File: config.mk
export PLATFORM = sky130hd
export DESIGN_NAME = ssh_packet_deframer
export DESIGN_NICKNAME = d
export VERILOG_FILES = /design/src/sv/ssh_df_pkg.sv /design/src/sv/ssh_packet_deframer.sv /design/src/sv/ssh_df_mod.sv
export SDC_FILE = /design/constraint.sdc
export NUM_CORES = 1
export LEC_CHECK = 0
export ABC_CLOCK_PERIOD_IN_PS = 5300
export BUFFER_PORTS_ARGS = -buffer_cell sky130_fd_sc_hd__clkbuf_2
export CORE_MARGIN = 5
export CORE_UTILIZATION = 30
export DETAILED_ROUTE_END_ITERATION = 7
export PLACE_DENSITY = 0.49
export SYNTH_ARGS = -nofsm -noshare
export SYNTH_HDL_FRONTEND = slang
export SYNTH_SLANG_ARGS = --single-unit
File: constraint.sdc
create_clock -name clk -period 5.3 [get_ports clk]
set_input_delay 0.265 -clock clk [delete_from_list [all_inputs] [get_ports clk]]
set_output_delay 0.265 -clock clk [all_outputs]
set_load 0.02 [all_outputs]
File: src/sv/ssh_df_pkg.sv
// ----------------------------------------------------------------------------
// ssh_df_pkg
// Shared types and constants for the ssh packet deframer.
// ----------------------------------------------------------------------------
package ssh_df_pkg;

  localparam int unsigned MIN_BLOCK          = 8;
  localparam int unsigned MIN_PADDING        = 4;
  localparam int unsigned MAX_PADDING        = 255;
  localparam int unsigned DEFAULT_MAX_PACKET = 35000;

  // smallest legal length field: padding-length byte plus minimum padding
  localparam logic [31:0] MIN_LENGTH = 32'(1 + MIN_PADDING);

  // dividend for the alignment check is length + 4, which needs 33 bits
  localparam int unsigned DVD_W = 33;
  localparam int unsigned CNT_W = $clog2(DVD_W + 1);

  localparam int unsigned CFG_IDX_W = 1;
  localparam logic [CFG_IDX_W-1:0] CFG_BLOCK_SIZE      = 1'd0;
  localparam logic [CFG_IDX_W-1:0] CFG_MAX_PACKET_SIZE = 1'd1;

  localparam logic [1:0] KIND_PAYLOAD = 2'd0;
  localparam logic [1:0] KIND_PADDING = 2'd1;
  localparam logic [1:0] KIND_ERROR   = 2'd2;

  localparam logic [1:0] STATUS_OK        = 2'd0;
  localparam logic [1:0] STATUS_PROTOCOL  = 2'd1;
  localparam logic [1:0] STATUS_OVERFLOW  = 2'd2;
  localparam logic [1:0] STATUS_BAD_BLOCK = 2'd3;

  typedef enum logic [2:0] {
    ST_LENGTH,
    ST_MODCHK,
    ST_PADLEN,
    ST_PAYLOAD,
    ST_PADDING,
    ST_HALT
  } state_t;

  // status of the serial remainder unit
  typedef struct packed {
    logic busy;
    logic done;
    logic zero;
  } mod_stat_t;

endpackage

File: src/sv/ssh_packet_deframer.sv
// ----------------------------------------------------------------------------
// ssh_packet_deframer
// Receive-side deframer for unencrypted ssh binary packets.
// ----------------------------------------------------------------------------
// Takes the packet stream one byte per beat, checks the big-endian length
// field and the padding-length byte, and emits payload then padding bytes;
// the final padding beat carries sequence number, lengths and status. Length
// bytes, padding-length byte, payload and padding bytes are taken back to back
// when the result side keeps up. After the fourth length byte the block
// checks alignment of length plus four to the block size with a bit-serial
// remainder unit: input is held off while it runs, and longer if a failed
// alignment check has to wait for the result slot. The first error is
// reported once with last set and then every following byte is swallowed
// until reset. Write the configuration only while idle.
module ssh_packet_deframer (
  input  logic        clk,
  input  logic        rst_n,
  // configuration
  input  logic                              cfg_we,
  input  logic [ssh_df_pkg::CFG_IDX_W-1:0]  cfg_index,
  input  logic [31:0]                       cfg_wdata,
  // byte stream in
  input  logic        in_valid,
  output logic        in_ready,
  input  logic [7:0]  in_rx_byte,
  // result beats out
  output logic        out_valid,
  input  logic        out_ready,
  output logic [1:0]  out_kind,
  output logic [7:0]  out_data_byte,
  output logic        out_last,
  output logic [1:0]  out_status,
  output logic [31:0] out_sequence_res,
  output logic [31:0] out_packet_length,
  output logic [7:0]  out_pad_len
);

  // configuration registers
  logic [7:0]  block_size_r;
  logic [31:0] max_packet_r;

  // control state
  ssh_df_pkg::state_t state_r, state_nxt;
  logic [1:0]  hdr_cnt_r, hdr_cnt_nxt;
  logic [31:0] length_r, length_nxt;
  logic [7:0]  pad_cnt_r, pad_cnt_nxt;
  logic [7:0]  pad_len_r, pad_len_nxt;
  logic [31:0] left_r, left_nxt;
  logic [31:0] seq_r, seq_nxt;

  // output register
  logic        out_valid_r, out_valid_nxt;
  logic [1:0]  kind_r, kind_nxt;
  logic [7:0]  data_r, data_nxt;
  logic        last_r, last_nxt;
  logic [1:0]  status_r, status_nxt;
  logic [31:0] oseq_r, oseq_nxt;
  logic [31:0] oplen_r, oplen_nxt;
  logic [7:0]  opadl_r, opadl_nxt;
  logic        out_load;

  // remainder unit hookup
  logic                         mod_start;
  logic [7:0]                   blk_eff;
  logic [31:0]                  maxp_eff;
  ssh_df_pkg::mod_stat_t        mod_stat;

  logic        in_fire;
  logic [31:0] len_shift;

  assign blk_eff  = (block_size_r == 8'd0) ? 8'(ssh_df_pkg::MIN_BLOCK) : block_size_r;
  assign maxp_eff = (max_packet_r == 32'd0) ? 32'(ssh_df_pkg::DEFAULT_MAX_PACKET)
                                            : max_packet_r;

  // output slot frees when it is empty or being drained this cycle
  assign in_ready = (state_r != ssh_df_pkg::ST_MODCHK) && (!out_valid_r || out_ready);
  assign in_fire  = in_valid && in_ready;
  assign len_shift = {length_r[23:0], in_rx_byte};

  // dividend is the complete length field as it is being latched, plus four
  ssh_df_mod u_mod (
    .clk      (clk),
    .rst_n    (rst_n),
    .start    (mod_start),
    .dividend ({1'b0, len_shift} + ssh_df_pkg::DVD_W'(4)),
    .divisor  (blk_eff),
    .stat     (mod_stat)
  );

  always_comb begin
    state_nxt   = state_r;
    hdr_cnt_nxt = hdr_cnt_r;
    length_nxt  = length_r;
    pad_cnt_nxt = pad_cnt_r;
    pad_len_nxt = pad_len_r;
    left_nxt    = left_r;
    seq_nxt     = seq_r;
    mod_start   = 1'b0;
    out_load    = 1'b0;
    kind_nxt    = ssh_df_pkg::KIND_PAYLOAD;
    data_nxt    = 8'd0;
    last_nxt    = 1'b0;
    status_nxt  = ssh_df_pkg::STATUS_OK;
    oseq_nxt    = 32'd0;
    oplen_nxt   = 32'd0;
    opadl_nxt   = 8'd0;

    unique case (state_r)
      ssh_df_pkg::ST_LENGTH: begin
        if (in_fire) begin
          length_nxt = len_shift;
          if (hdr_cnt_r != 2'd3) begin
            hdr_cnt_nxt = hdr_cnt_r + 2'd1;
          end else begin
            hdr_cnt_nxt = 2'd0;
            // checks in fixed order: block size, minimum, maximum
            priority if (blk_eff < 8'(ssh_df_pkg::MIN_BLOCK) ||
                         9'(blk_eff) > 9'(ssh_df_pkg::MAX_PADDING)) begin
              out_load   = 1'b1;
              status_nxt = ssh_df_pkg::STATUS_BAD_BLOCK;
            end else if (len_shift < ssh_df_pkg::MIN_LENGTH) begin
              out_load   = 1'b1;
              status_nxt = ssh_df_pkg::STATUS_PROTOCOL;
            end else if (len_shift > maxp_eff) begin
              out_load   = 1'b1;
              status_nxt = ssh_df_pkg::STATUS_OVERFLOW;
            end else begin
              mod_start = 1'b1;
              state_nxt = ssh_df_pkg::ST_MODCHK;
            end
            if (out_load) begin
              kind_nxt  = ssh_df_pkg::KIND_ERROR;
              last_nxt  = 1'b1;
              oseq_nxt  = seq_r;
              oplen_nxt = len_shift;
              state_nxt = ssh_df_pkg::ST_HALT;
            end
          end
        end
      end

      ssh_df_pkg::ST_MODCHK: begin
        // unit starts on entry; a misalignment report waits for a free slot
        if (mod_stat.done) begin
          if (mod_stat.zero) begin
            state_nxt = ssh_df_pkg::ST_PADLEN;
          end else if (!out_valid_r || out_ready) begin
            out_load   = 1'b1;
            kind_nxt   = ssh_df_pkg::KIND_ERROR;
            last_nxt   = 1'b1;
            status_nxt = ssh_df_pkg::STATUS_PROTOCOL;
            oseq_nxt   = seq_r;
            oplen_nxt  = length_r;
            state_nxt  = ssh_df_pkg::ST_HALT;
          end
        end
      end

      ssh_df_pkg::ST_PADLEN: begin
        if (in_fire) begin
          if (in_rx_byte < 8'(ssh_df_pkg::MIN_PADDING) ||
              (33'(in_rx_byte) + 33'd1) > 33'(length_r)) begin
            out_load   = 1'b1;
            kind_nxt   = ssh_df_pkg::KIND_ERROR;
            last_nxt   = 1'b1;
            status_nxt = ssh_df_pkg::STATUS_PROTOCOL;
            oseq_nxt   = seq_r;
            oplen_nxt  = length_r;
            opadl_nxt  = in_rx_byte;
            state_nxt  = ssh_df_pkg::ST_HALT;
          end else begin
            pad_len_nxt = in_rx_byte;
            pad_cnt_nxt = in_rx_byte;
            left_nxt    = length_r - 32'(in_rx_byte) - 32'd1;
            // empty payload goes straight to padding
            state_nxt   = (left_nxt == 32'd0) ? ssh_df_pkg::ST_PADDING
                                              : ssh_df_pkg::ST_PAYLOAD;
          end
        end
      end

      ssh_df_pkg::ST_PAYLOAD: begin
        if (in_fire) begin
          out_load = 1'b1;
          kind_nxt = ssh_df_pkg::KIND_PAYLOAD;
          data_nxt = in_rx_byte;
          left_nxt = left_r - 32'd1;
          if (left_r == 32'd1) begin
            state_nxt = ssh_df_pkg::ST_PADDING;
          end
        end
      end

      ssh_df_pkg::ST_PADDING: begin
        if (in_fire) begin
          out_load = 1'b1;
          kind_nxt = ssh_df_pkg::KIND_PADDING;
          data_nxt = in_rx_byte;
          if (pad_cnt_r <= 8'd1) begin
            // final padding byte closes the packet
            last_nxt    = 1'b1;
            oseq_nxt    = seq_r;
            oplen_nxt   = length_r;
            opadl_nxt   = pad_len_r;
            seq_nxt     = seq_r + 32'd1;
            pad_cnt_nxt = 8'd0;
            length_nxt  = 32'd0;
            state_nxt   = ssh_df_pkg::ST_LENGTH;
          end else begin
            pad_cnt_nxt = pad_cnt_r - 8'd1;
          end
        end
      end

      ssh_df_pkg::ST_HALT: begin
        // error latched: bytes are taken and dropped
      end

      default: begin
        state_nxt = ssh_df_pkg::ST_LENGTH;
      end
    endcase

    if (out_load) begin
      out_valid_nxt = 1'b1;
    end else if (out_ready) begin
      out_valid_nxt = 1'b0;
    end else begin
      out_valid_nxt = out_valid_r;
    end
  end

  // configuration writes, out-of-range index ignored
  always_ff @(posedge clk) begin
    if (!rst_n) begin
      block_size_r <= 8'd0;
      max_packet_r <= 32'd0;
    end else if (cfg_we) begin
      unique case (cfg_index)
        ssh_df_pkg::CFG_BLOCK_SIZE:      block_size_r <= cfg_wdata[7:0];
        ssh_df_pkg::CFG_MAX_PACKET_SIZE: max_packet_r <= cfg_wdata;
        default: begin
        end
      endcase
    end
  end

  always_ff @(posedge clk) begin
    if (!rst_n) begin
      state_r     <= ssh_df_pkg::ST_LENGTH;
      hdr_cnt_r   <= 2'd0;
      length_r    <= 32'd0;
      pad_cnt_r   <= 8'd0;
      pad_len_r   <= 8'd0;
      left_r      <= 32'd0;
      seq_r       <= 32'd0;
      out_valid_r <= 1'b0;
    end else begin
      state_r     <= state_nxt;
      hdr_cnt_r   <= hdr_cnt_nxt;
      length_r    <= length_nxt;
      pad_cnt_r   <= pad_cnt_nxt;
      pad_len_r   <= pad_len_nxt;
      left_r      <= left_nxt;
      seq_r       <= seq_nxt;
      out_valid_r <= out_valid_nxt;
    end
  end

  // result payload, loaded only with a new beat
  always_ff @(posedge clk) begin
    if (out_load) begin
      kind_r   <= kind_nxt;
      data_r   <= data_nxt;
      last_r   <= last_nxt;
      status_r <= status_nxt;
      oseq_r   <= oseq_nxt;
      oplen_r  <= oplen_nxt;
      opadl_r  <= opadl_nxt;
    end
  end

  assign out_valid          = out_valid_r;
  assign out_kind           = kind_r;
  assign out_data_byte      = data_r;
  assign out_last           = last_r;
  assign out_status         = status_r;
  assign out_sequence_res   = oseq_r;
  assign out_packet_length  = oplen_r;
  assign out_pad_len        = opadl_r;

endmodule

File: src/sv/ssh_df_mod.sv
// ----------------------------------------------------------------------------
// ssh_df_mod
// Bit-serial restoring remainder unit, one dividend bit per cycle.
// ----------------------------------------------------------------------------
module ssh_df_mod (
  input  logic                          clk,
  input  logic                          rst_n,
  input  logic                          start,
  input  logic [ssh_df_pkg::DVD_W-1:0]  dividend,
  input  logic [7:0]                    divisor,
  output ssh_df_pkg::mod_stat_t         stat
);

  logic [ssh_df_pkg::CNT_W-1:0] cnt_r;
  logic                         busy_r;
  logic                         done_r;
  logic [7:0]                   rem_r;
  logic [7:0]                   rem_nxt;
  logic [7:0]                   dvs_r;
  logic [ssh_df_pkg::DVD_W-1:0] dvd_r;
  logic [8:0]                   trial;

  // shift in next dividend bit, subtract divisor if it fits
  always_comb begin
    trial = {rem_r, dvd_r[ssh_df_pkg::DVD_W-1]};
    if (trial >= {1'b0, dvs_r}) begin
      rem_nxt = 8'(trial - {1'b0, dvs_r});
    end else begin
      rem_nxt = trial[7:0];
    end
  end

  // done stays up with the remainder until the next start
  always_ff @(posedge clk) begin
    if (!rst_n) begin
      cnt_r  <= '0;
      busy_r <= 1'b0;
      done_r <= 1'b0;
    end else begin
      if (start) begin
        busy_r <= 1'b1;
        done_r <= 1'b0;
        cnt_r  <= ssh_df_pkg::CNT_W'(ssh_df_pkg::DVD_W);
      end else if (busy_r) begin
        cnt_r <= cnt_r - ssh_df_pkg::CNT_W'(1);
        if (cnt_r == ssh_df_pkg::CNT_W'(1)) begin
          busy_r <= 1'b0;
          done_r <= 1'b1;
        end
      end
    end
  end

  always_ff @(posedge clk) begin
    if (start) begin
      rem_r <= '0;
      dvs_r <= divisor;
      dvd_r <= dividend;
    end else if (busy_r) begin
      rem_r <= rem_nxt;
      dvd_r <= {dvd_r[ssh_df_pkg::DVD_W-2:0], 1'b0};
    end
  end

  assign stat.busy = busy_r;
  assign stat.done = done_r;
  assign stat.zero = (rem_r == 8'd0);

endmodule
==> impl_metrics.tcl <==
set metrics [dict create \
    outcome "complete, no violations" \
    critPathTopFamily "simple AND/OR/NAND/NOR gates" \
    dieArea_um2 58400 \
    drive_above_1_share_pct 14.1 \
    final_cell_mix "nand2_1, dfxtp_1, nor2_1" \
    worst_path_most_repeated_cell "nor2_1" \
    post-cts-setup-buffers 0 \
    async_reset_ff_share_pct 0 \
    timing.setup.tns_ns 0 \
    final_hold_viol_count 0 \
    hp-class "in2reg" \
    rsz0062_at_grt "no" \
    critPathSlowestCell "or3b_4" \
    yosysWarnings 0 \
    synth_area_per_cell_um2 8.96 \
    fin_util_pct 35.4 \
    first_global_vias 13396 \
    hpwlAfterDp_um 33200 \
    syn_inst 1797 \
    start_util_pct 30.1 \
    syn-cell-area_um2 16100 \
    gp_congestion 0.852 \
    nets 2029 \
    worstPathArrival_ns 4.74 \
    post_drt_wl_per_cell_um 18.3 \
    drv_slew 0 \
    die_w_um 242 \
    via_per_inst 5.14 \
    clk_latency_ns 0.55 \
    min_period_ns 4.46 \
    ios 133 \
    initialDrtViolationCount 1031 \
    core-area_um2 53500 \
    vias 13550 \
    clkTransAtPathRegs_ns 0.06 \
    final_common_cell "nand2_1" \
    period_share_pct 84.2 \
    row_count 85 \
    worstPathRequired_ns 5.58 \
    p_leak_nw 7.12 \
    cts_tree "done" \
    antennaDiodeCount 0 \
    grt_usage_pct 16.0 \
    dp_slack_ns 0.795 \
    ant_nets 0 \
    setup_slack_ns 0.838 \
    powerDensity_nw_per_um2 311 \
    placedCellCount 2537 \
    clock_skew_ns 0.0194 \
    cp-end-kind "flop" \
    stdcell_count 2634 \
    max_cap_viol_count 0 \
    clockBufferDepth 3 \
    cpPeakStageDelay_ns 0.70 \
    yosysSeqAreaShare_pct 45.1 \
    portBuffers 132 \
    crit_chain "nor4_1 > nand4_1 > nor2_1 > nor2_1 > ha_1 > a21oi_1 > o21ai_0 > a221o_1 > o31a_1 > o21ai_1 > a21oi_4 > or3b_4 > buf_12" \
    critPathKind "reg2reg" \
    grt_overflow_total 0 \
    synth_nets 1915 \
    setup_viol 0 \
    grt_antenna_before_repair 0 \
    fmax_mhz 224 \
    cts_buffers 36 \
    dr.pass1.iters 5 \
    fin_hold_ws_ns 0.164 \
    ys.flop_type "dfxtp_1" \
    synth_edf_count 126 \
    area_growth_pct 17.4 \
    die_h_um 242 \
    hold_buffers 32 \
    peakVddDrop_v 0.000179 \
    crit_fanout 44 \
    critical_path_buf_inv_count 1 \
    cts_resized 0 \
    grt_max_degree 78 \
    maxSlewHeadroom_pct 14.6 \
    grt_pass1_wl_um 76900 \
    tightest_slew_ns 1.27 \
    cts_sinks 300 \
    drc_errors 0 \
    cts_root_buffer "clkbuf_16" \
    synth-seq-cells 300 \
    htreeDepth 2 \
    worst_setup_path_start_kind "flop" \
    routed_wl_um 48300 \
    yosysUniqueCellTypes 83 \
]
[registers in the layout, summed over array words and instances (netlist names), 32 cells and up]
register           cells
u_mod.dvd_r           33
left_r                32
length_r              32
max_packet_r          32
out_packet_length     32
out_sequence_res      32
seq_r                 32
[tightest hold or removal path, stage by stage]
cell	delay, ns
clkbuf_2	0.09
nor2b_1	0.10
o21a_1	0.19
[Yosys cell counts (all sizes together) (6+ instances only)]
| cell | count | area (um2) |
|---|---|---|
| a211oi | 22 | 165 |
| a21boi | 6 | 56.3 |
| a21o | 8 | 60.1 |
| a21oi | 155 | 780 |
| a22o | 41 | 359 |
| a31oi | 8 | 50.1 |
| and2 | 17 | 106 |
| and3 | 23 | 144 |
| buf | 20 | 123 |
| clkbuf | 97 | 364 |
| dfxtp | 174 | 3480 |
| edfxtp | 126 | 3780 |
| ha | 70 | 876 |
| inv | 85 | 319 |
| mux2i | 16 | 160 |
| nand2 | 197 | 739 |
| nand3 | 84 | 430 |
| nand4 | 22 | 138 |
| nor2 | 161 | 607 |
| nor2b | 44 | 345 |
| nor3 | 54 | 287 |
| nor3b | 7 | 52.6 |
| nor4 | 33 | 243 |
| o211ai | 9 | 67.6 |
| o21a | 7 | 52.6 |
| o21ai | 103 | 519 |
| o221ai | 6 | 52.6 |
| or3 | 16 | 100 |
| or4 | 10 | 78.8 |
| xnor2 | 52 | 455 |
| xor2 | 47 | 412 |
[area by class of cell]
class                      instances  area (um2)
timing repair buffer             193        1220
fill                            5483       34600
inverter                          85         322
clock inverter                    21         184
multi-input combinational       1295        8070
sequential                       300        7270
tap                              696         871
clock buffer                      44         973
[report_power, final]
part | switching, mW | internal, mW
registers | 0.0848 | 2.47
logic | 0.526 | 0.345
clock network | 1.03 | 1.42
[metrics by stage]
step	total power, mW	instance area [um2]
2_1_floorplan	3.20	16100
3_3_place_gp	3.44	17400
3_5_place_dp	3.45	17400
4_1_cts	5.97	18900
5_1_grt	6.17	18900
6_report	5.88	18900
[metal layers]
| metal | global-route usage [%] | part of all wire (%) |
|---|---|---|
| met5 | 0 | 0 |
| met4 | 4.25 | 1.9 |
| met3 | 3.29 | 5.8 |
| met2 | 25.5 | 45 |
| met1 | 22.4 | 47 |
[cells by family after synthesis]
kind of cell	after synthesis	share of synthesized area (%)
mux	17	1.06
simple gates	697	21.8
fa+ha+maj	72	5.69
xor+xnor	99	5.38
buf+inv	202	5.00
flops	300	45.1
compound gates	410	15.9
[worst paths after layout]
check,end,slack [ns],cells past startpoint,start
min,out_valid$_SDFFE_PN0P_,0.16,3,out_ready
max reg2reg,out_sequence_res[28]$_DFFE_PP_,0.84,13,max_packet_r[21]$_SDFFE_PN0P_
max,out_sequence_res[28]$_DFFE_PP_,0.84,13,max_packet_r[21]$_SDFFE_PN0P_
min reg2reg,left_r[7]$_SDFFE_PN0P_,0.46,2,left_r[7]$_SDFFE_PN0P_
Note: power is estimated with default switching activity, not from simulation.
